## config.mk

```make
export PLATFORM = sky130hd
export DESIGN_NAME = flc_mac_cell
export DESIGN_NICKNAME = d
export VERILOG_FILES = /design/src/full_linear_convolution_unit_defines.svh /design/src/flc_pkg.sv /design/src/flc_mac_cell.sv
export SDC_FILE = /design/constraint.sdc
export NUM_CORES = 1
export LEC_CHECK = 0
export BUFFER_PORTS_ARGS = -buffer_cell sky130_fd_sc_hd__buf_2
export CORE_ASPECT_RATIO = 0.8
export CORE_UTILIZATION = 35
export DETAILED_ROUTE_END_ITERATION = 12
export GPL_TIMING_DRIVEN = 0
export SYNTH_ARGS = -nofsm -noshare
export SYNTH_HDL_FRONTEND = slang
export SYNTH_SLANG_ARGS = --single-unit
```

## constraint.sdc

```tcl
create_clock -name clock -period 25.1 [get_ports clock]
set_input_delay 2.51 -clock clock [delete_from_list [all_inputs] [get_ports clock]]
set_output_delay 2.51 -clock clock [all_outputs]
set_load 0.02 [all_outputs]
```

## src/full_linear_convolution_unit_defines.svh

```systemverilog
// ----------------------------------------------------------------------------
// Full linear convolution unit - assertion macros
// Shared concurrent assertion forms, clocked and reset-qualified.
// ----------------------------------------------------------------------------
`ifndef FULL_LINEAR_CONVOLUTION_UNIT_DEFINES_SVH
`define FULL_LINEAR_CONVOLUTION_UNIT_DEFINES_SVH

// same-cycle implication
`define FLC_ASSERT_SAME(label, clk, rst, ante, cons) \
   label: assert property (@(posedge clk) disable iff (rst) (ante) |-> (cons)) \
      else $error("flc assertion failed");

// next-cycle implication
`define FLC_ASSERT_NEXT(label, clk, rst, ante, cons) \
   label: assert property (@(posedge clk) disable iff (rst) (ante) |=> (cons)) \
      else $error("flc assertion failed");

`endif

```

## src/flc_pkg.sv

```systemverilog
// ----------------------------------------------------------------------------
// flc_pkg
// Widths, register codes, types and reset values for the convolution unit.
// ----------------------------------------------------------------------------
`default_nettype none

package flc_pkg;

   localparam int MaxTapsDefault = 7;
   localparam int SampleWidth    = 16;
   localparam int ValueWidth     = 35;
   localparam int ProdWidth      = 2 * SampleWidth;
   localparam int CountWidth     = 3;
   localparam int CsrIndexWidth  = 3;
   localparam int CsrDataWidth   = 16;
   localparam int NumCsrTaps     = 7;
   localparam int ReqDataWidth   = 16;
   localparam int RspDataWidth   = 40;

   localparam logic [CsrIndexWidth-1:0] CsrTapCount = 3'd0;
   localparam logic [CsrIndexWidth-1:0] CsrTapBase  = 3'd1;

   localparam logic [CountWidth-1:0] TapCountReset = 3'd3;
   localparam logic [CountWidth-1:0] OneTap        = 3'd1;

   typedef struct packed {
      logic                         last;
      logic signed [ValueWidth-1:0] acc;
   } flc_sum_type;

   typedef struct packed {
      logic flushing;
      logic hist_clear;
   } flc_feed_stat_type;

   function automatic logic signed [SampleWidth-1:0] tap_reset_value(input int idx);
      logic signed [SampleWidth-1:0] v;
      case (idx)
         0:       v = 16'sd8192;
         1:       v = 16'sd16384;
         2:       v = 16'sd8192;
         default: v = '0;
      endcase
      return v;
   endfunction

endpackage

`default_nettype wire

```

## src/flc_mac_cell.sv

```systemverilog
// ----------------------------------------------------------------------------
// flc_mac_cell
// One tap of the systolic chain: multiplies its coefficient with its window
// slot, adds to the running sum and passes window and sum to the next cell.
// ----------------------------------------------------------------------------
`default_nettype none

module flc_mac_cell #(
   parameter int MAX_TAPS = flc_pkg::MaxTapsDefault,
   parameter int STAGE    = 0
) (
   input  logic                                           clock,
   input  logic                                           reset,
   input  logic signed [flc_pkg::SampleWidth-1:0]         tap,
   input  logic                                           in_valid,
   output logic                                           in_ready,
   input  logic [MAX_TAPS-1:0][flc_pkg::SampleWidth-1:0]  in_win,
   input  flc_pkg::flc_sum_type                           in_sum,
   output logic                                           out_valid,
   input  logic                                           out_ready,
   output logic [MAX_TAPS-1:0][flc_pkg::SampleWidth-1:0]  out_win,
   output flc_pkg::flc_sum_type                           out_sum
);
   import flc_pkg::*;

   logic                                  valid_ff, valid_in;
   logic [MAX_TAPS-1:0][SampleWidth-1:0]  win_ff, win_in;
   flc_sum_type                           sum_ff, sum_in;
   logic signed [ProdWidth-1:0]           prod;

   assign in_ready = !valid_ff || out_ready;
   assign prod     = tap * signed'(in_win[STAGE]);

   always_comb begin
      valid_in = in_ready ? in_valid : valid_ff;
      win_in   = win_ff;
      sum_in   = sum_ff;
      if (in_valid && in_ready) begin
         win_in      = in_win;
         sum_in.last = in_sum.last;
         sum_in.acc  = in_sum.acc
                     + {{(ValueWidth - ProdWidth){prod[ProdWidth-1]}}, prod};
      end
   end

   always_ff @(posedge clock) begin
      if (reset) begin
         valid_ff <= 1'b0;
      end else begin
         valid_ff <= valid_in;
      end
      win_ff <= win_in;
      sum_ff <= sum_in;
   end

   assign out_valid = valid_ff;
   assign out_win   = win_ff;
   assign out_sum   = sum_ff;

endmodule

`default_nettype wire
```

==> reports/results.md <==
• inv_1, fa_1, edfxtp_1 — top post-synthesis cells by count
• input pin to register — type of the worst setup path
• 1994 — Post-Synthesis Net Count
• 10 — highest fanout seen on the critical path
• 0 — max-slew violation count
• 34100 µm — placed wire-length estimate
• 149 — TritonCTS sink count
• 0 — number of warnings issued by yosys
• inv_1 — cell with the most instances after synthesis
• 0 ns — final total negative setup slack
• 46300 µm² — Die ar.
• 0.0187 ns — largest clock skew in the final design
• 149 — flip-flop and latch count after synthesis
• 0.357 — starting density of the core
• 193 µm — die height
• 0.801 ns — transition time at the pin with the least slew margin
• adder cells — largest family of logic cells by synthesized area
• 317 — number of buffers inserted by port buffering
• 0.280 — register area share after synthesis
• 0.445 — Final period util
• 11.37 ns — Data arrival, critical path
• 4 — htree depth
• 2 — Max clock buf depth
• 0.0681 — post-synthesis compound-gate area fraction
• 148 — Post-synth EDFFs
• 0 — Async SR Flop Fraction
• 61 — pin count of the biggest net entering global routing
• 0 — GRT overflow
• 0 — post-CTS setup buffer count
• 0 — mux share of post-synthesis cell area
• 0.60 ns — largest incremental delay on the critical path
• tap[9] — CP startpoint
• 69 — number of core rows
• input pin — launching element type of the critical path
• 4376 — Filler Cell Count
• 11.0 µm² — synthesized area divided by synthesized cell count
• out_valid — RR Startpoint
• 18.9% — area growth from synthesis to final layout
• 25.30 ns — Required @ worst endpoint
• 507 — count of routing violations after the opening detailed-route iteration
• 0 — CTS-repair resized insts
• 18900 µm² — final instance area
• register — endpoint type of the worst setup path
• 0.466 — Rel. slew slack
• 0.112 — area fraction in and, or, nand and nor cells after synthesis
• 63200 µm — wire length of the first global-routing pass
• out_valid — beginning of the worst hold path
• 0.917 — gpl congestion
• 0 — DRC violation count after routing
• 0.0362 — xor-xnor portion of the synthesized cell area
• fa_1 — highest-delay cell along the critical path
• 2332 — net total in the final layout
• 58 — Cell variety after synth
• 0.424 — post-synthesis adder-cell area fraction
• 1444 — Post-Synthesis Cells
• 11300 — via count
• 0 — remaining antenna violation count
• fa_1 — dominant cell type by count on the critical path
• 5 — length of the first detailed-routing pass in iterations
• 11.17 ns — Final Critical Period
• register to register — Min-Delay Path Class
• 11800 — number of global-route vias before repair
• no — RSZ-0062 raised after global routing
• fa_1 — area leader, netlist
• 4.70 — via/cell ratio
• edfxtp_1 — most used flip-flop cell after synthesis
• 0 — count of hold buffers inserted by post-cts repair
• 17 — cts bufs inserted
• 44600 µm² — standard cell core area
• 7 — initial antenna violation count
• 0.07 ns — clock input transition at the sequential cells of the worst setup and hold paths
• 0.203 — fraction of layout cells with a size suffix above 1
• 318 — Top-Level Pins
• 0.0895 GHz — fmax
• 0 — number of endpoints with negative hold slack in the final report
• fa_1, edfxtp_1, ha_1 — ranking of synthesized cells by area
• 0.331 — top-area cell type share of the netlist area
• built — CTS tree
• 0.46 ns — clock insertion delay at the later pin of the skew report
• completed — outcome
• 0.181 — All-Layer GR Usage
• 40000 µm — Detailed Route WL
• clkbuf_16 — CTS Root Cell
• 15900 µm² — netlist area before placement
• 240 µm — horizontal die dimension
• 0 — number of failing setup endpoints in the final timing report
• 0 — number of maximum-capacitance constraint violations
• 18300 µm² — post-place instance area
• 16.7 µm — wire length per cell
cell type report:
type	count	area [µm²]	area share
diodes	6	15.0	0.000793
plain buffers	32	120	0.00635
repair buffers	319	1630	0.0864
clock inverters	15	174	0.00919
inverters	302	1130	0.0599
clock buffers	17	425	0.0225
well taps	603	754	0.0399
flip-flops and latches	149	4460	0.236
multi-input cells	961	10200	0.539
through the flow:
step / hold WS, ns / std cells / util / setup WS [ns]
finish: 0.608 / 2404 / 0.424 / 13.93
floorplan: 0.729 / 1444 / - / 15.07
global route: 0.633 / 2398 / 0.424 / 13.42
detailed placement: 0.584 / 2366 / 0.410 / 13.63
global placement: 0.549 / 2364 / 0.409 / 13.61
CTS: 0.595 / 2398 / 0.424 / 14.03
path summary, 6_finish.rpt:
path                            slack (ns)  cells after the start     endpoint
worst max-delay path                 13.93                     32  out_sum[33]
worst min register to register        0.61                      2    out_valid
worst min-delay path                  0.61                      2    out_valid
worst max register to register       22.89                      4  out_win[96]
logic make-up (layout without fill, tap and decap cells):
group,after synthesis,in the layout
adder cells (fa/ha/maj),382,382
AND/OR/NAND/NOR,358,358
buffers and inverters,334,685
AO/OA/AOI/OAI,157,157
flip-flops,149,149
XOR/XNOR,64,64
other,0,6
registers in the layout (all words and copies together), names as in the netlist:
name / count
out_win: 112
out_sum: 36
out_valid: 1
cells in the final DEF, fill, tap and decap left out, types with 5 or more instances in the layout:
master,instances
a211oi_1,5
a21o_1,25
a21oi_1,48
and2_1,120
and3_1,9
buf_2,317
clkbuf_1,32
clkbuf_16,17
diode_2,6
edfxtp_1,148
fa_1,263
ha_1,119
inv_1,302
inv_8,5
nand2_1,139
nand2b_1,12
nand3_1,7
nor2_1,42
nor2b_1,11
nor3_1,6
o21a_1,16
o21ai_0,25
o21bai_1,7
xnor2_1,52
xor2_1,11
worst max-delay path: cells and delay by family:
family | cells | cell delay [ns]
buffers and inverters | 5 | 0.91
adder cells (fa/ha/maj) | 8 | 3.75
AO/OA/AOI/OAI | 13 | 3.33
AND/OR/NAND/NOR | 4 | 0.58
XOR/XNOR | 2 | 0.31
metal layers:
metal / vias up / part of all wire / GRT usage
met2: 315 / 0.50 / 0.310
met3: 46 / 0.070 / 0.0456
met4: 2 / 0.014 / 0.0372
li1: 5228 / - / -
met5: - / 0.00032 / 0
met1: 5700 / 0.42 / 0.230
Power is left out: the tool's default activity adds up to more than one toggle a clock period on the data nets, which glitch-free logic cannot reach.
