==> config.mk <==
export PLATFORM = sky130hd
export DESIGN_NAME = flc_feeder
export DESIGN_NICKNAME = d
export VERILOG_FILES = /design/src/full_linear_convolution_unit_defines.svh /design/src/flc_pkg.sv /design/src/flc_feeder.sv
export SDC_FILE = /design/constraint.sdc
export NUM_CORES = 1
export LEC_CHECK = 0
export ABC_AREA = 0
export ABC_CLOCK_PERIOD_IN_PS = 8800
export BUFFER_PORTS_ARGS = -buffer_cell sky130_fd_sc_hd__buf_2
export CAP_MARGIN = 5
export CORE_MARGIN = 3
export CORE_UTILIZATION = 54
export CTS_CLUSTER_SIZE = 12
export DETAILED_ROUTE_END_ITERATION = 6
export PLACE_DENSITY = 0.84
export SETUP_SLACK_MARGIN = 0.05
export SYNTH_ARGS = -nofsm -noshare
export SYNTH_HDL_FRONTEND = slang
export SYNTH_SLANG_ARGS = --single-unit
==> constraint.sdc <==
create_clock -name clock -period 8.8 [get_ports clock]
set_input_delay 1.32 -clock clock [delete_from_list [all_inputs] [get_ports clock]]
set_output_delay 1.32 -clock clock [all_outputs]
set_load 0.005 [all_outputs]
==> src/full_linear_convolution_unit_defines.svh <==
// ----------------------------------------------------------------------------
// Full linear convolution unit - assertion macros
// Shared concurrent assertion forms, clocked and reset-qualified.
// ----------------------------------------------------------------------------
`ifndef FULL_LINEAR_CONVOLUTION_UNIT_DEFINES_SVH
`define FULL_LINEAR_CONVOLUTION_UNIT_DEFINES_SVH

// same-cycle implication
`define FLC_ASSERT_SAME(label, clk, rst, ante, cons) \
   label: assert property (@(posedge clk) disable iff (rst) (ante) |-> (cons)) \
      else $error("flc assertion failed");

// next-cycle implication
`define FLC_ASSERT_NEXT(label, clk, rst, ante, cons) \
   label: assert property (@(posedge clk) disable iff (rst) (ante) |=> (cons)) \
      else $error("flc assertion failed");

`endif

==> src/flc_pkg.sv <==
// ----------------------------------------------------------------------------
// flc_pkg
// Widths, register codes, types and reset values for the convolution unit.
// ----------------------------------------------------------------------------
`default_nettype none

package flc_pkg;

   localparam int MaxTapsDefault = 7;
   localparam int SampleWidth    = 16;
   localparam int ValueWidth     = 35;
   localparam int ProdWidth      = 2 * SampleWidth;
   localparam int CountWidth     = 3;
   localparam int CsrIndexWidth  = 3;
   localparam int CsrDataWidth   = 16;
   localparam int NumCsrTaps     = 7;
   localparam int ReqDataWidth   = 16;
   localparam int RspDataWidth   = 40;

   localparam logic [CsrIndexWidth-1:0] CsrTapCount = 3'd0;
   localparam logic [CsrIndexWidth-1:0] CsrTapBase  = 3'd1;

   localparam logic [CountWidth-1:0] TapCountReset = 3'd3;
   localparam logic [CountWidth-1:0] OneTap        = 3'd1;

   typedef struct packed {
      logic                         last;
      logic signed [ValueWidth-1:0] acc;
   } flc_sum_type;

   typedef struct packed {
      logic flushing;
      logic hist_clear;
   } flc_feed_stat_type;

   function automatic logic signed [SampleWidth-1:0] tap_reset_value(input int idx);
      logic signed [SampleWidth-1:0] v;
      case (idx)
         0:       v = 16'sd8192;
         1:       v = 16'sd16384;
         2:       v = 16'sd8192;
         default: v = '0;
      endcase
      return v;
   endfunction

endpackage

`default_nettype wire

==> src/flc_feeder.sv <==
// ----------------------------------------------------------------------------
// flc_feeder
// Delay line and flush sequencer: builds one sample window per request or
// per flush step and hands it to the first MAC cell.
// ----------------------------------------------------------------------------
`default_nettype none

module flc_feeder #(
   parameter int MAX_TAPS = flc_pkg::MaxTapsDefault
) (
   input  logic                                           clock,
   input  logic                                           reset,
   input  logic [flc_pkg::CountWidth-1:0]                 tap_num,
   input  logic                                           in_valid,
   output logic                                           in_ready,
   input  logic signed [flc_pkg::SampleWidth-1:0]         in_sample,
   input  logic                                           in_last,
   output logic                                           out_valid,
   input  logic                                           out_ready,
   output logic [MAX_TAPS-1:0][flc_pkg::SampleWidth-1:0]  out_win,
   output logic                                           out_last,
   output flc_pkg::flc_feed_stat_type                     stat
);
   import flc_pkg::*;

   logic                                    valid_ff, valid_in;
   logic                                    last_ff, last_in;
   logic                                    flush_ff, flush_in;
   logic                                    clear_ff, clear_in;
   logic [CountWidth-1:0]                   cnt_ff, cnt_in;
   logic [MAX_TAPS-1:0][SampleWidth-1:0]    win_ff, win_in;

   logic                    load;
   logic                    take;
   logic                    step;
   logic                    ends;
   logic signed [SampleWidth-1:0] x;

   assign load     = !valid_ff || out_ready;
   assign in_ready = load && !flush_ff;
   assign take     = in_valid && in_ready;
   assign step     = flush_ff && load;
   assign x        = flush_ff ? '0 : in_sample;
   assign ends     = step ? (cnt_ff == CountWidth'(tap_num - OneTap))
                          : (in_last && tap_num == OneTap);

   always_comb begin
      valid_in = valid_ff;
      last_in  = last_ff;
      flush_in = flush_ff;
      clear_in = clear_ff;
      cnt_in   = cnt_ff;
      win_in   = win_ff;
      if (take || step) begin
         valid_in  = 1'b1;
         last_in   = ends;
         clear_in  = ends;
         win_in[0] = x;
         for (int j = 1; j < MAX_TAPS; j++) begin
            win_in[j] = clear_ff ? '0 : win_ff[j-1];
         end
      end else if (out_ready) begin
         valid_in = 1'b0;
      end
      if (take && in_last && tap_num != OneTap) begin
         flush_in = 1'b1;
         cnt_in   = OneTap;
      end else if (step) begin
         flush_in = !ends;
         cnt_in   = cnt_ff + OneTap;
      end
   end

   always_ff @(posedge clock) begin
      if (reset) begin
         valid_ff <= 1'b0;
         flush_ff <= 1'b0;
         clear_ff <= 1'b1;
         cnt_ff   <= '0;
      end else begin
         valid_ff <= valid_in;
         flush_ff <= flush_in;
         clear_ff <= clear_in;
         cnt_ff   <= cnt_in;
      end
      last_ff <= last_in;
      win_ff  <= win_in;
   end

   assign out_valid       = valid_ff;
   assign out_win         = win_ff;
   assign out_last        = last_ff;
   assign stat.flushing   = flush_ff;
   assign stat.hist_clear = clear_ff;

endmodule

`default_nettype wire

==> reports/metrics.yaml <==
outcome:
  run_status: "finished, final reports clean"
floorplanning:
  floorplan.initialDensity_pct: 56.9
  chipHeight_um: 97.4
  design.core.area_sq_mm: 0.00793
  pin_count: 141
  die_area_sq_mm: 0.00949
  fp-row-count: 32
  die_w_um: 97.4
placed_design:
  port-buffer-count: 140
  place.detailed.instances: 506
  place.gp.congestion: 0.745
  placed_wire_length_estimate_um: 5170
layout:
  mostFrequentLayoutCell: "sky130_fd_sc_hd__buf_2"
  flow.area_growth_from_synthesis_pct: 30.8
  seqCellArea_sq_mm: 0.00352
  nFillCells: 512
  commonest_cells_after_routing_fill_and_taps_aside: "sky130_fd_sc_hd__buf_2 (140), sky130_fd_sc_hd__nor2b_1 (114), sky130_fd_sc_hd__edfxtp_1 (113)"
  post_route_cells_drive_above_1_share_pct: 40.4
  antennaDiodeCount: 0
  num-nets-final: 450
  layoutNonFillerInstCount: 538
  multi_input_area_sq_um: 928
synth:
  synth.net_count: 304
  postSynthAreaPerCell_sq_um: 16.3
  synth_top_cell_by_area: "sky130_fd_sc_hd__edfxtp_1"
  synthMuxAreaShare_pct: 0.222
  synth_seq_cells: 119
  synthesis.area_sq_mm: 0.00451
  synthSimpleGateAreaFrac_pct: 17.1
  synth_adder_area_share_pct: 0.832
  synth_compound_area_share_pct: 1.08
  netlist_top_cells_area: "sky130_fd_sc_hd__edfxtp_1 (75%), sky130_fd_sc_hd__nor2b_1 (16%), sky130_fd_sc_hd__dfxtp_1 (2.7%)"
  yosys.cell_types.count: 23
  sequential_fraction_of_the_synthesis_area_pct: 77.8
  synth_cells: 277
  synth_xor_area_share_pct: 1.16
  synthesis.yosys.warnings: 0
  yosys.area.top_type_share_pct: 75.2
  largest_family_of_logic_cells_by_synthesized_area: "simple AND/OR/NAND/NOR gates"
cts:
  quantity_of_hold_fixing_buffers_added_after_cts: 0
  cts_repair_resize_count: 0
  cts_made_buffers: 17
  h-tree-depth: 4
  max-clock-path-buffers: 2
  clock_insertion_delay_worst_skew_ns: 0.48
  ctsRootBufferMaster: "sky130_fd_sc_hd__clkbuf_8"
  clk_pin_slew_ns: 0.06
  tritoncts: "yes"
  tritoncts_num_sinks: 119
  postCtsSetupRepairBufs: 0
setup_path:
  critical_path_depth: 4
  cp.arrival_ns: 1.98
  critPathRequiredTime_ns: 7.48
  critPathCaptureType: "output pin"
  cpMaxStageDelayCell: "sky130_fd_sc_hd__nand2b_2"
  worstPathMaxFanout: 4
  cpLargestDelayFamily: "simple AND/OR/NAND/NOR gates"
  cp_num_buf_inv: 2
  critical_path.max_stage_delay_ns: 0.21
  worstSetupPathType: "in -> out"
  cp-start-kind: "input port"
  ff2ff_path_depth: 4
  most_common_cell_type_on_the_critical_path: "sky130_fd_sc_hd__buf_2"
  cp_cell_sequence: "buf_2, nand2b_2, nor2b_1, buf_2"
drt:
  totalWireLength_um: 7740
  drt.antenna.violating_nets: 0
  vias_per_cell: 4.87
  first_pass_iters: 4
  drc_errors: 0
  num_vias: 2619
  drt_iter0_markers: 150
  avgRoutedWirePerCell_um: 14.4
power_and_ir_drop:
  static-leakage-power_nw: 2.41
  post_route_total_power_mw: 1.55
  power_per_cell_area_mw_per_mm2: 262
  peakVddDrop_mv: 0.226
sta:
  clock_skew_ns: 0.00984
  share_of_the_cycle_needed_by_the_critical_path_after_routing_pct: 37.5
  finalCriticalPeriod_ns: 3.30
  tightestPinTransition_ns: 0.936
  drv_slew: 0
  rsz0062_at_grt: "false"
  finalHoldViolations: 0
  setup_tns_ns: 0
  max_slew_margin_pct: 37.6
  maxClockFrequency_mhz: 303
  setup_viol_count_final: 0
grt:
  initial_antenna_violation_count: 0
  globalRouteOverflowTotal: 0
  maximum_number_of_pins_on_one_net_before_global_route_repair: 99
  grt_use_total_pct: 16.7
  first_global_vias: 2566
  grt_pass1_wl_um: 12400
flow_run:
  max_cap_violations: 0
min_path:
  worstHoldPathCells: 1
  hold_path.class: "reg -> reg"
## sequential cells by signal, summed over array words and instances, names as in the netlist
signal     flops
cnt_ff         3
clear_ff       1
out_win      112
out_valid      1
out_last       1
flush_ff       1
## routing by layer
layer  up-vias  routed length (um)  track usage, %
li1       1253                   -               -
met1      1232                3250            20.3
met2       126                3580            25.4
met3         8                 865            9.12
met4         0                  46            6.39
met5         -                   0               0
## worst register-to-register path, delay by kind of cell, from the launching register on
family / cells / cell delay [ns]
compound gates: 2 / 0.80
simple gates: 1 / 0.13
flops: 1 / 0.79
buf+inv: 1 / 0.81
## worst paths after layout
path               start     endpoint  slack, ns
max            out_ready     in_ready       5.50
min reg2reg  out_win[71]  out_win[87]       0.55
max reg2reg     flush_ff     clear_ff       6.17
min          out_win[71]  out_win[87]       0.55
## logic make-up (layout without fill, tap and decap cells)
| group | Yosys count | after routing |
|---|---|---|
| AO/OA/AOI/OAI | 6 | 6 |
| XOR/XNOR | 6 | 6 |
| adder cells (fa/ha/maj) | 3 | 3 |
| buffers and inverters | 19 | 178 |
| flip-flops | 119 | 119 |
| multiplexers | 1 | 1 |
| AND/OR/NAND/NOR | 123 | 123 |
## synthesized netlist by cell type
cell / count
sky130_fd_sc_hd__nor3_1: 3
sky130_fd_sc_hd__nand2_2: 1
sky130_fd_sc_hd__mux2i_1: 1
sky130_fd_sc_hd__xnor2_1: 5
sky130_fd_sc_hd__nor2b_1: 114
sky130_fd_sc_hd__edfxtp_1: 113
sky130_fd_sc_hd__buf_4: 2
sky130_fd_sc_hd__nand2_1: 1
sky130_fd_sc_hd__nand3_1: 1
sky130_fd_sc_hd__a41oi_1: 1
sky130_fd_sc_hd__a21oi_1: 1
sky130_fd_sc_hd__or4_4: 1
sky130_fd_sc_hd__o21a_1: 2
sky130_fd_sc_hd__nand2b_2: 1
sky130_fd_sc_hd__nand4b_1: 1
sky130_fd_sc_hd__clkbuf_1: 11
sky130_fd_sc_hd__ha_1: 3
sky130_fd_sc_hd__buf_1: 1
sky130_fd_sc_hd__xor2_1: 1
sky130_fd_sc_hd__a22o_1: 1
sky130_fd_sc_hd__inv_1: 5
sky130_fd_sc_hd__o2111a_1: 1
sky130_fd_sc_hd__dfxtp_1: 6
## report_power, final
part	switching (mW)	total (mW)	internal [mW]	leakage, nW
Sequential	0.0392	0.733	0.694	1.20
Combinational	0.0630	0.128	0.0650	0.927
Clock	0.229	0.688	0.458	0.288
Total	0.332	1.55	1.22	2.41
## layout make-up
class / instances / area share, %
sequential: 119 / 59.6
multi-input combinational: 139 / 15.7
timing repair buffer: 141 / 12.0
clock buffer: 19 / 7.14
clock inverter: 13 / 3.05
tap: 102 / 2.16
inverter: 5 / 0.318
## stage by stage
| stage | utilization (%) | area (sq um) | setup slack [ns] | hold slack [ns] |
|---|---|---|---|---|
| after floorplan | - | 4510 | 4.25 | 0.529 |
| after global placement | 66.9 | 5300 | 5.55 | 0.541 |
| after detailed placement | 66.9 | 5300 | 5.51 | 0.544 |
| after CTS | 74.4 | 5900 | 5.51 | 0.559 |
| after global routing | 74.4 | 5900 | 5.47 | 0.587 |
| final | 74.4 | 5900 | 5.50 | 0.553 |
Power figures use the tool's default switching activity.
